**config.mk**
```make
export PLATFORM = sky130hd
export DESIGN_NAME = char_framebuffer_sprite_blitter_core
export DESIGN_NICKNAME = d
export VERILOG_FILES = /design/src/design/cfsb_pkg.sv /design/src/design/char_framebuffer_sprite_blitter_core.sv /design/src/design/cfsb_ram.sv /design/src/design/cfsb_sprite.sv
export SDC_FILE = /design/constraint.sdc
export NUM_CORES = 2
export LEC_CHECK = 0
export BUFFER_PORTS_ARGS = -buffer_cell sky130_fd_sc_hd__buf_2
export CORE_ASPECT_RATIO = 0.9
export CORE_MARGIN = 3
export CORE_UTILIZATION = 30
export CTS_CLUSTER_DIAMETER = 40
export DETAILED_ROUTE_END_ITERATION = 8
export PLACE_DENSITY_LB_ADDON = 0.08
export SLEW_MARGIN = 40
export SYNTH_ARGS = -nofsm -noshare
export SYNTH_HDL_FRONTEND = slang
export SYNTH_SLANG_ARGS = --single-unit
```
**constraint.sdc**
```tcl
create_clock -name i_clk -period 47.3 [get_ports i_clk]
set_clock_uncertainty 0.05 [all_clocks]
set_input_delay 0 -clock i_clk [delete_from_list [all_inputs] [get_ports i_clk]]
set_output_delay 0 -clock i_clk [all_outputs]
set_load 0.1 [all_outputs]
```
**src/design/cfsb_pkg.sv**
```systemverilog
`default_nettype none

package cfsb_pkg;

    localparam int FRAME_WIDTH  = 32;
    localparam int FRAME_HEIGHT = 16;
    localparam int SPRITE_DIM   = 3;

    localparam int FRAME_CELLS = FRAME_WIDTH * FRAME_HEIGHT;
    localparam int SPR_CELLS   = SPRITE_DIM * SPRITE_DIM;

    localparam int ADDR_W    = $clog2(FRAME_CELLS);
    localparam int COL_W     = $clog2(FRAME_WIDTH);
    localparam int ROW_W     = $clog2(FRAME_HEIGHT);
    localparam int SPR_IDX_W = $clog2(SPR_CELLS);
    localparam int SPR_POS_W = $clog2(SPRITE_DIM);

    localparam logic [7:0] KEY_RESET      = 8'd37;
    localparam logic [7:0] SPR_RESET_BASE = 8'h31;

    typedef enum logic [2:0] {
        ACT_FILL   = 3'd0,
        ACT_BORDER = 3'd1,
        ACT_LOAD   = 3'd2,
        ACT_ROTATE = 3'd3,
        ACT_BLIT   = 3'd4,
        ACT_READ   = 3'd5
    } t_action;

    typedef enum logic [1:0] {
        ROT_NONE = 2'd0,
        ROT_CW   = 2'd1,
        ROT_HALF = 2'd2,
        ROT_CCW  = 2'd3
    } t_rotation;

    typedef enum logic [2:0] {
        S_IDLE,
        S_DECODE,
        S_FILL,
        S_BORDER,
        S_BLIT,
        S_READ_WAIT,
        S_DONE
    } t_state;

    typedef struct packed {
        logic                 load;
        logic                 rotate;
        t_rotation            rot;
        logic [SPR_IDX_W-1:0] idx;
        logic [7:0]           data;
    } t_spr_cmd;

endpackage

`default_nettype wire

```
**src/design/char_framebuffer_sprite_blitter_core.sv**
```systemverilog
// Character frame store with a 3x3 sprite blitter and a transparent key.
// Requests come in on the i_in_valid / o_in_ready channel, one command per
// request; every request yields exactly one result on o_out_valid /
// i_out_ready, in order. The user writes the key register with i_key_we and
// i_key_wdata only while the block is idle; the block does not enforce this.
// A request is taken only while the sequencer is idle. Each request passes
// through decode and ends in a done step; load, rotate and unused commands go
// straight from decode to done, a read of a valid cell first waits for the
// frame data, a blit walks the sprite one cell per cycle, and fill and border
// walk every frame cell through the single write port of the frame memory.
// The result is loaded into the output register as the sequencer leaves its
// done step for idle, so the block is ready for the next request in the same
// cycle as the result appears.
// If the receiver stalls, the result waits in the output register while the
// next request is accepted and worked on; that request then holds in its
// final step until the output register frees up.
// Reset is synchronous: it sets the key to '%' and the sprite to the digits
// '1' through '9'. The frame memory is not cleared and must be written before
// it is read.
`default_nettype none

module char_framebuffer_sprite_blitter_core (
    input  wire logic              i_clk,
    input  wire logic              i_rst_n,
    input  wire logic              i_in_valid,
    output logic                   o_in_ready,
    input  wire logic [2:0]        i_action,
    input  wire logic [7:0]        i_fill_char,
    input  wire logic signed [7:0] i_pos_x,
    input  wire logic signed [7:0] i_pos_y,
    input  wire logic [4:0]        i_cell_x,
    input  wire logic [3:0]        i_cell_y,
    input  wire logic [1:0]        i_rotation,
    output logic                   o_out_valid,
    input  wire logic              i_out_ready,
    output logic      [7:0]        o_read_char,
    output logic                   o_bad_coordinate,
    input  wire logic              i_key_we,
    input  wire logic [7:0]        i_key_wdata
);

    import cfsb_pkg::*;

    t_state r_state;
    t_state n_state;

    t_action           r_action;
    logic [7:0]        r_char;
    logic signed [7:0] r_pos_x;
    logic signed [7:0] r_pos_y;
    logic [4:0]        r_cell_x;
    logic [3:0]        r_cell_y;
    t_rotation         r_rot;
    logic [7:0]        r_key;

    logic [COL_W-1:0]     r_col;
    logic [ROW_W-1:0]     r_row;
    logic [SPR_POS_W-1:0] r_bc;
    logic [SPR_POS_W-1:0] r_br;

    logic [7:0] r_res_char;
    logic       r_res_bad;
    logic       r_out_valid;
    logic [7:0] r_out_char;
    logic       r_out_bad;

    logic              accept;
    logic              walk_last;
    logic              is_border;
    logic              blit_last;
    logic              read_ok;
    logic              load_ok;
    logic              slot_free;
    logic signed [9:0] fx;
    logic signed [9:0] fy;
    logic              blit_in;

    logic              ram_we;
    logic [ADDR_W-1:0] ram_waddr;
    logic [7:0]        ram_wdata;
    logic [ADDR_W-1:0] ram_raddr;
    logic [7:0]        ram_rdata;

    t_spr_cmd             spr_cmd;
    logic [SPR_IDX_W-1:0] spr_rd_idx;
    logic [7:0]           spr_rd_data;

    assign accept    = i_in_valid && o_in_ready;
    assign slot_free = !r_out_valid || i_out_ready;

    assign walk_last = (r_row == ROW_W'(FRAME_HEIGHT - 1)) && (r_col == COL_W'(FRAME_WIDTH - 1));
    assign is_border = (r_row == '0) || (r_row == ROW_W'(FRAME_HEIGHT - 1))
                    || (r_col == '0) || (r_col == COL_W'(FRAME_WIDTH - 1));
    assign blit_last = (r_br == SPR_POS_W'(SPRITE_DIM - 1))
                    && (r_bc == SPR_POS_W'(SPRITE_DIM - 1));

    assign read_ok = (int'(r_cell_x) < FRAME_WIDTH) && (int'(r_cell_y) < FRAME_HEIGHT);
    assign load_ok = (int'(r_cell_x) < SPRITE_DIM) && (int'(r_cell_y) < SPRITE_DIM);

    // Frame coordinates of the sprite cell under the blit counters.
    assign fx = {{2{r_pos_x[7]}}, r_pos_x} + 10'(r_bc);
    assign fy = {{2{r_pos_y[7]}}, r_pos_y} + 10'(r_br);
    assign blit_in = !fx[9] && !fy[9] && (int'(fx) < FRAME_WIDTH) && (int'(fy) < FRAME_HEIGHT);

    assign spr_rd_idx = SPR_IDX_W'(int'(r_br) * SPRITE_DIM + int'(r_bc));
    assign ram_raddr  = ADDR_W'(int'(r_cell_y) * FRAME_WIDTH + int'(r_cell_x));

    cfsb_ram #(
        .WIDTH (8),
        .DEPTH (FRAME_CELLS)
    ) u_frame (
        .i_clk   (i_clk),
        .i_we    (ram_we),
        .i_waddr (ram_waddr),
        .i_wdata (ram_wdata),
        .i_raddr (ram_raddr),
        .o_rdata (ram_rdata)
    );

    cfsb_sprite u_sprite (
        .i_clk     (i_clk),
        .i_rst_n   (i_rst_n),
        .i_cmd     (spr_cmd),
        .i_rd_idx  (spr_rd_idx),
        .o_rd_data (spr_rd_data)
    );

    always_comb begin
        n_state = r_state;
        case (r_state)
            S_IDLE: begin
                if (accept) begin
                    n_state = S_DECODE;
                end
            end
            S_DECODE: begin
                case (r_action)
                    ACT_FILL:   n_state = S_FILL;
                    ACT_BORDER: n_state = S_BORDER;
                    ACT_BLIT:   n_state = S_BLIT;
                    ACT_READ:   n_state = read_ok ? S_READ_WAIT : S_DONE;
                    default:    n_state = S_DONE;
                endcase
            end
            S_FILL, S_BORDER: begin
                if (walk_last) begin
                    n_state = S_DONE;
                end
            end
            S_BLIT: begin
                if (blit_last) begin
                    n_state = S_DONE;
                end
            end
            S_READ_WAIT: n_state = S_DONE;
            S_DONE: begin
                if (slot_free) begin
                    n_state = S_IDLE;
                end
            end
            default: n_state = S_IDLE;
        endcase
    end

    always_comb begin
        ram_we    = 1'b0;
        ram_waddr = ADDR_W'(int'(r_row) * FRAME_WIDTH + int'(r_col));
        ram_wdata = r_char;
        spr_cmd   = '{load: 1'b0, rotate: 1'b0, rot: r_rot,
                      idx: SPR_IDX_W'(int'(r_cell_y) * SPRITE_DIM + int'(r_cell_x)),
                      data: r_char};
        case (r_state)
            S_FILL: ram_we = 1'b1;
            S_BORDER: ram_we = is_border;
            S_BLIT: begin
                ram_we    = blit_in && (spr_rd_data != r_key);
                ram_waddr = ADDR_W'(int'(fy) * FRAME_WIDTH + int'(fx));
                ram_wdata = spr_rd_data;
            end
            S_DECODE: begin
                spr_cmd.load   = (r_action == ACT_LOAD) && load_ok;
                spr_cmd.rotate = (r_action == ACT_ROTATE);
            end
            default: ram_we = 1'b0;
        endcase
    end

    always_ff @(posedge i_clk) begin
        if (!i_rst_n) begin
            r_state     <= S_IDLE;
            r_key       <= KEY_RESET;
            r_out_valid <= 1'b0;
        end else begin
            r_state <= n_state;
            if (i_key_we) begin
                r_key <= i_key_wdata;
            end
            if (r_state == S_DONE && slot_free) begin
                r_out_valid <= 1'b1;
            end else if (i_out_ready) begin
                r_out_valid <= 1'b0;
            end
        end
    end

    always_ff @(posedge i_clk) begin
        if (accept) begin
            r_action <= t_action'(i_action);
            r_char   <= i_fill_char;
            r_pos_x  <= i_pos_x;
            r_pos_y  <= i_pos_y;
            r_cell_x <= i_cell_x;
            r_cell_y <= i_cell_y;
            r_rot    <= t_rotation'(i_rotation);
            r_col    <= '0;
            r_row    <= '0;
            r_bc     <= '0;
            r_br     <= '0;
        end else if (r_state == S_FILL || r_state == S_BORDER) begin
            if (r_col == COL_W'(FRAME_WIDTH - 1)) begin
                r_col <= '0;
                r_row <= r_row + 1'b1;
            end else begin
                r_col <= r_col + 1'b1;
            end
        end else if (r_state == S_BLIT) begin
            if (r_bc == SPR_POS_W'(SPRITE_DIM - 1)) begin
                r_bc <= '0;
                r_br <= r_br + 1'b1;
            end else begin
                r_bc <= r_bc + 1'b1;
            end
        end

        if (r_state == S_DECODE) begin
            r_res_char <= 8'd0;
            r_res_bad  <= ((r_action == ACT_READ) && !read_ok)
                       || ((r_action == ACT_LOAD) && !load_ok);
        end else if (r_state == S_READ_WAIT) begin
            r_res_char <= ram_rdata;
        end

        if (r_state == S_DONE && slot_free) begin
            r_out_char <= r_res_char;
            r_out_bad  <= r_res_bad;
        end
    end

    assign o_in_ready       = (r_state == S_IDLE);
    assign o_out_valid      = r_out_valid;
    assign o_read_char      = r_out_char;
    assign o_bad_coordinate = r_out_bad;

    // A flagged coordinate never comes with a character.
    a_bad_no_char: assert property (@(posedge i_clk) disable iff (!i_rst_n)
        (o_out_valid && o_bad_coordinate) |-> (o_read_char == 8'd0))
        else $error("bad coordinate result carries a character");

    // The frame is written only by the fill, border and blit walks.
    a_write_states: assert property (@(posedge i_clk) disable iff (!i_rst_n)
        ram_we |-> (r_state == S_FILL || r_state == S_BORDER || r_state == S_BLIT))
        else $error("frame write outside a write command");

    // The read data is sampled in the cycle after the address was set up in decode.
    a_read_latency: assert property (@(posedge i_clk) disable iff (!i_rst_n)
        (r_state == S_READ_WAIT) |-> ($past(r_state) == S_DECODE))
        else $error("read data taken without its address cycle");

    // An accepted request is always decoded in the following cycle.
    a_accept_decode: assert property (@(posedge i_clk) disable iff (!i_rst_n)
        accept |=> (r_state == S_DECODE))
        else $error("accepted request not decoded");

    // A pending result is never overwritten while the receiver stalls.
    a_no_overwrite: assert property (@(posedge i_clk) disable iff (!i_rst_n)
        (o_out_valid && !i_out_ready) |=> (o_out_valid && $stable(o_read_char)
                                          && $stable(o_bad_coordinate)))
        else $error("pending result overwritten");

endmodule

`default_nettype wire

```
**src/design/cfsb_ram.sv**
```systemverilog
`default_nettype none

module cfsb_ram #(
    parameter int WIDTH = 8,
    parameter int DEPTH = 512
) (
    input  wire logic                     i_clk,
    input  wire logic                     i_we,
    input  wire logic [$clog2(DEPTH)-1:0] i_waddr,
    input  wire logic [WIDTH-1:0]         i_wdata,
    input  wire logic [$clog2(DEPTH)-1:0] i_raddr,
    output logic      [WIDTH-1:0]         o_rdata
);

    logic [WIDTH-1:0] r_mem [DEPTH];
    logic [WIDTH-1:0] r_rdata;

    always_ff @(posedge i_clk) begin
        if (i_we) begin
            r_mem[i_waddr] <= i_wdata;
        end
        r_rdata <= r_mem[i_raddr];
    end

    assign o_rdata = r_rdata;

endmodule

`default_nettype wire

```
**src/design/cfsb_sprite.sv**
```systemverilog
`default_nettype none

module cfsb_sprite (
    input  wire logic                          i_clk,
    input  wire logic                          i_rst_n,
    input  wire cfsb_pkg::t_spr_cmd            i_cmd,
    input  wire logic [cfsb_pkg::SPR_IDX_W-1:0] i_rd_idx,
    output logic      [7:0]                    o_rd_data
);

    import cfsb_pkg::*;

    localparam int M = SPRITE_DIM - 1;

    logic [7:0] r_cells [SPR_CELLS];
    logic [7:0] n_cells [SPR_CELLS];

    always_comb begin
        n_cells = r_cells;
        if (i_cmd.load) begin
            n_cells[i_cmd.idx] = i_cmd.data;
        end else if (i_cmd.rotate) begin
            for (int r = 0; r < SPRITE_DIM; r++) begin
                for (int c = 0; c < SPRITE_DIM; c++) begin
                    case (i_cmd.rot)
                        ROT_CW:   n_cells[c * SPRITE_DIM + (M - r)] = r_cells[r * SPRITE_DIM + c];
                        ROT_HALF: n_cells[(M - r) * SPRITE_DIM + (M - c)] =
                                      r_cells[r * SPRITE_DIM + c];
                        ROT_CCW:  n_cells[(M - c) * SPRITE_DIM + r] = r_cells[r * SPRITE_DIM + c];
                        default:  n_cells[r * SPRITE_DIM + c] = r_cells[r * SPRITE_DIM + c];
                    endcase
                end
            end
        end
    end

    always_ff @(posedge i_clk) begin
        if (!i_rst_n) begin
            for (int i = 0; i < SPR_CELLS; i++) begin
                r_cells[i] <= SPR_RESET_BASE + 8'(i);
            end
        end else begin
            r_cells <= n_cells;
        end
    end

    assign o_rd_data = r_cells[i_rd_idx];

endmodule

`default_nettype wire
```
# After elaboration in Yosys (flattened, before gate mapping)
# Memories as Yosys holds them, arrays and structs flattened. A register that Yosys moved wholly into a read port is not among the register bits.
# Index checks and enable logic that the tools add are counted.
dict set report totals {
  ff_bits 153
  latch_bits 0
  mem_bits_rw 4096
  romBits 0
  output_inout_bits 11
  n_memories 1
}
dict set report op_classes {
  addsub 11
  multipliers 2
  n_div 0
  n_lt_le_gt_ge 7
  n_eq_ne 23
  shift 0
  mux 48
  bitwise 3
  reduce_logical 43
}
# memory depth word_bits read_ports rd_clocked_by_memory_dff write_ports line
set memory_table {}
lappend memory_table {u_frame.r_mem 512 8 1 1 1 cfsb_ram.sv:15} ;# logic [WIDTH-1:0] r_mem [DEPTH];
# cell n
set ops {}
lappend ops {{$mux 8} 28}
lappend ops {{$mux 72} 2}
lappend ops {{$bwmux 72} 1}
lappend ops {{$bmux 8 s4} 1}
lappend ops {{$demux 8 s4} 1}
lappend ops {{$add 8x3->9} 2}
lappend ops {{$add 9x5->9} 2}
lappend ops {{$pmux 3 s6} 1}
lappend ops {{$eq 3x3->1 const B} 5}
lappend ops {{$eq 3x2->1 const B} 4}
lappend ops {{$logic_and 1x1->1} 12}
lappend ops {{$mux 3} 4}
lappend ops {{$pmux 3 s4} 1}
lappend ops {{$reduce_and 2->1} 6}
lappend ops {{$ge 5x5->1 const B} 2}
lappend ops {{$not 4->5} 2}
lappend ops {{$add 9x9->9} 1}
lappend ops {{$lt 9x6->1 const B} 1}
lappend ops {{$lt 9x7->1 const B} 1}
lappend ops {{$mux 9} 1}
lappend ops {{$eq 2x2->1 const B} 4}
lappend ops {{$ne 8x8->1} 1}
lappend ops {{$eq 3x1->1 const B} 2}
lappend ops {{$logic_not 3->1} 2}
lappend ops {{other kinds (31)} 50}

# Longest topological paths before layout
dict set report logic_depth {
  depth_word 11
  mapped_depth 17
  depth_no_buf 15
}

# Hierarchy
# A second synthesis with hierarchy kept.
dict set report hier_totals {
  cells_unflattened 9010
  area_unflattened_um2 169057.1
}
# module n_inst cells_each area_each_um2 seq_area_each_um2
set by_module_without_submodules {}
lappend by_module_without_submodules {cfsb_ram 1 8030 159927.1 123158.1}
lappend by_module_without_submodules {cfsb_sprite 1 610 5162.5 1441.4}
lappend by_module_without_submodules {char_framebuffer_sprite_blitter_core 1 370 3967.6 2102.0}

# Worst setup path before layout
# Ideal clock, no wire load.
dict set report synth_path {
  path_type {register to register}
  from {register r_br[1]}
  to {memory u_frame.r_mem[0][5] (data pin)}
  setup_time_ns 4.168
  t_arrival_ns 22.054
  slack_ns 21.028
  path_stages_with_launch 10
  synth_period_minus_slack_ns 26.272
  cell_sequence {dfxtp_1 fa_1 ha_1 fa_1 buf_2 mux4_2 mux2i_1 nor2_1 a21oi_1 o21ai_0}
}
dict set report synth_via {
  elab_chain_len 7
}
# element line
set synth_lines {}
lappend synth_lines {{start: declaration} char_framebuffer_sprite_blitter_core.sv:59} ;# logic [SPR_POS_W-1:0] r_br;
lappend synth_lines {{start signal: assignment} char_framebuffer_sprite_blitter_core.sv:229} ;# r_br <= r_br + 1'b1;
lappend synth_lines {{$mul 2x2->4} char_framebuffer_sprite_blitter_core.sv:105} ;# assign spr_rd_idx = SPR_IDX_W'(int'(r_br) * SPRITE_DIM + int'(r_bc));
lappend synth_lines {{$add 4x2->4} char_framebuffer_sprite_blitter_core.sv:105}
lappend synth_lines {{$not 4->5 (implied by the code)} cfsb_sprite.sv:47} ;# assign o_rd_data = r_cells[i_rd_idx];
lappend synth_lines {{$bmux 8 s4} cfsb_sprite.sv:47}
lappend synth_lines {{$mux 8 (implied by the code) (2 in a row)} cfsb_sprite.sv:47}
lappend synth_lines {{$mux 8} char_framebuffer_sprite_blitter_core.sv:172} ;# case (r_state)
lappend synth_lines {{named net ram_wdata[5]} char_framebuffer_sprite_blitter_core.sv:80} ;# logic [7:0] ram_wdata;
lappend synth_lines {{end: declaration} cfsb_ram.sv:15}
# The timed path passes the listed nets, and every way through them passes these cells. The select of a mux whose other input is x is not followed.

# Worst setup path after layout
dict set report layout_path {
  from {register r_br[1]}
  to {memory u_frame.r_mem[1][5] (enable)}
}
dict set report layout_via {
  elab_chain_len 11
  word_cells_on_any_way 19
  classes_between {add/sub (3); mul (1); order compare (1); eq/ne (1); mux (7); bitwise (1); reduce/logical (5)}
}
# element line
set layout_lines {}
lappend layout_lines {{$mul 2x2->4} char_framebuffer_sprite_blitter_core.sv:105}
lappend layout_lines {{$add 4x2->4} char_framebuffer_sprite_blitter_core.sv:105}
lappend layout_lines {{$not 4->5 (implied by the code)} cfsb_sprite.sv:47}
lappend layout_lines {{$bmux 8 s4} cfsb_sprite.sv:47}
lappend layout_lines {{$mux 8 (implied by the code) (2 in a row)} cfsb_sprite.sv:47}
lappend layout_lines {{$ne 8x8->1} char_framebuffer_sprite_blitter_core.sv:176} ;# ram_we = blit_in && (spr_rd_data != r_key);
lappend layout_lines {{$logic_and 1x1->1} char_framebuffer_sprite_blitter_core.sv:176}
lappend layout_lines {{$pmux 1 s3} char_framebuffer_sprite_blitter_core.sv:172}
lappend layout_lines {{$mux 1} cfsb_ram.sv:19} ;# if (i_we) begin
lappend layout_lines {{$mux 1 (implied by the code)} cfsb_ram.sv:20} ;# r_mem[i_waddr] <= i_wdata;
# Parallel ways exist; a longest one is shown, timed or not. The select of a mux whose other input is x is not followed.

==> flow_summary.toml <==
[die]
core_mm2 = 0.5661
rows = 262
ios = 62
start_util_pct = 30.12
die_x_um = 800.7
die_h_um = 721.3
die_area_mm2 = 0.5775

[sta]
slew_viol_final = 0
tightest_slew_ns = 1.040
hold_viol = 0
relSlewSlack_pct = 30.05
holdWs_ns = 0.1401
setup-tns-final_ns = 0
fmax_mhz = 135.5
finalSetupViolCount = 0
fin_crit_sh_pct = 15.60
rsz0062_at_grt = "no"
finalCriticalPeriod_ns = 7.379

[yosys]
syn_avg_cell_area_um2 = 19.15
synth_nets = 8990
yosysWarningCount = 0
synthFlopType = "edfxtp_1"
synth_edf_count = 4144
synth-seq-area-share_pct = 74.30
synth-seq-cells = 4257
synth.distinct_cells = 72
ys_async_sr_fraction_pct = 0
synth_cells = 8905
mappedNetlistArea_mm2 = 0.1705

[worst_setup_path]
r2r_setup_slack_ns = 39.92
critPathRequiredTime_ns = 47.94
worstSetupPathType = "reg2reg"
cp.arrival_ns = 8.02
rr_startpoint = "r_br[1]$_SDFFE_PP0P_"
cp-end-kind = "flop"
r2r.worst_path.cells = 14
critPathLaunchType = "flop"
reg2reg_to = "u_frame.r_mem[1][5]$_DFFE_PP_"
cp_max_fo = 98

[cts]
root_buffer = "clkbuf_16"
ctsHtreeMaxLevel = 6
clk_pin_slew_ns = 0.06
clkLatencyLatePin_ns = 1.08
cts_tree = "done"
clockBufferDepth = 4
numCtsBuffers = 676
cts_sinks = 4257
cts_setup_buffers = 0

[min_path]
holdPathEnd = "r_cell_x[3]$_DFFE_PP_"
holdCritPathClass = "in2reg"
whs_path_depth = 3
min-delay-start = "i_cell_x[3]"

[global_routing]
grt_pass1_vias = 96530
grt_pass1_wl_mm = 799.3
grt_usage_pct = 19.45
overflow = 0
antenna_found_initial = 38
grt_max_degree = 148

[finish]
layout.nets = 9560
final_util_pct = 36.81
synthToLayoutAreaGrowth_pct = 22.22
num-fill-cells = 51790
layout_common_cells = "edfxtp_1, mux4_2, clkbuf_16, mux2i_1, nand3_1"
drive_gt1_share_pct = 29.31
final_common_cell = "edfxtp_1"

[route]
drt_pre_antenna_iters = 5
drt-initial-drc-count = 9498
num_vias = 93020
ant_nets = 0
wl_per_cell_um = 32.72
wl_mm = 575.5
drcViolationCount = 0
vias_per_cell = 5.288

[placed_design]
hpwl_mm = 346.2
place.gp.congestion = 0.8422
io_buffers = 61

[power]
power_density_mw_per_mm2 = 59.96
leakagePower_nw = 64.84
vdd_drop_max_mv = 0.05028

[flow_run]
drv_cap = 0

[outcome]
outcome = "completed"
## flip-flops by register name (all words and copies together), names as in the netlist, 4 cells and up
name / flops
u_frame.r_mem: 4096
r_res_char: 8
u_frame.o_rdata: 8
o_read_char: 8
r_col: 5
r_cell_x: 5
r_cell_y: 4
r_key: 8
r_pos_x: 8
r_row: 4
r_pos_y: 8
u_sprite.r_cells: 72
r_char: 8
## cells in the mapped netlist, types with 149 or more instances
cell type / number / area, um2
buf_2: 180 / 900.9
o211ai_1: 149 / 1119
nand3_1: 299 / 1496
a22oi_1: 176 / 1321
a211oi_1: 238 / 1787
edfxtp_1: 4144 / 124400
o21ai_0: 198 / 991.0
nand2_1: 243 / 912.1
mux2i_1: 608 / 6086
a21oi_1: 500 / 2502
clkbuf_1: 439 / 1648
mux4_2: 898 / 20220
## critical path: stages (launching register included)
cell and delay (ns):
dfxtp_1 0.49, fa_1 0.48, ha_1 0.21, fa_1 0.67, or4b_1 0.62, o21ai_1 0.25, o22ai_1 0.15, nor3_1 0.19
nand4_1 0.26, o31ai_4 0.25, buf_6 0.52, buf_6 0.68, buf_6 0.64, buf_12 0.68, a21oi_1 0.47
## power by group
group | switching, mW | total, mW | internal (mW)
logic | 1.95 | 2.59 | 0.642
clock network | 1.90 | 5.15 | 3.25
registers | 0.0516 | 4.76 | 4.71
total | 3.90 | 12.5 | 8.60
## through the flow
step	setup slack [ns]	cell area, um2	std cells	power (mW)
floorplan	21.03	170500	8905	6.664
global placement	39.36	181000	16170	7.391
detailed placement	39.85	182800	16190	7.452
CTS	39.84	207700	17570	12.63
global route	39.57	208400	17580	12.92
finish	39.92	208400	17590	12.50
## repair_timing
| action | in CTS | in global routing |
|---|---|---|
| gates resized for setup | 0 | 0 |
| hold endpoints to repair | 182 | 0 |
| hold buffers | 115 | 0 |
| setup endpoints to repair | 0 | 0 |
## final cells by class
type	count	area [um2]	share of cell area (%)
inverter	32	120.1	0.05763
clock inverter	507	6387	3.065
clock buffer	749	17410	8.353
multi-input combinational	3937	43020	20.64
sequential	4257	126700	60.79
antenna	13	32.53	0.01561
timing repair buffer	571	5335	2.560
tap	7524	9414	4.517
## logic make-up after synthesis
logic type | count (synthesis) | synth area share, %
compound gates | 1529 | 5.724
xor+xnor | 20 | 0.1108
fa+ha+maj | 34 | 0.2847
buf+inv | 711 | 1.704
flops | 4257 | 74.30
mux | 1520 | 15.52
simple gates | 834 | 2.359
## metal layers
| metal | global-route usage, % | part of all wire [%] |
|---|---|---|
| met5 | 0 | 0.012 |
| met4 | 4.353 | 2.2 |
| met3 | 3.465 | 6.3 |
| met2 | 30.36 | 46 |
| met1 | 28.39 | 46 |
## how the worst max path moves through the flow
stage | to | slack (ns) | start
2_1_floorplan | u_frame.r_mem[0][5]$_DFFE_PP_ | 21.03 | r_br[1]$_SDFFE_PP0P_
3_3_place_gp | u_frame.r_mem[320][2]$_DFFE_PP_ | 39.36 | r_br[1]$_SDFFE_PP0P_
3_5_place_dp | u_frame.o_rdata[7]$_DFF_P_ | 39.85 | r_cell_x[0]$_DFFE_PP_
4_1_cts | u_frame.o_rdata[1]$_DFF_P_ | 39.84 | r_cell_x[0]$_DFFE_PP_
5_1_grt | u_frame.r_mem[5][1]$_DFFE_PP_ | 39.57 | r_br[1]$_SDFFE_PP0P_
6_report | u_frame.r_mem[1][5]$_DFFE_PP_ | 39.92 | r_br[1]$_SDFFE_PP0P_
(Power assumes the default switching activity.)
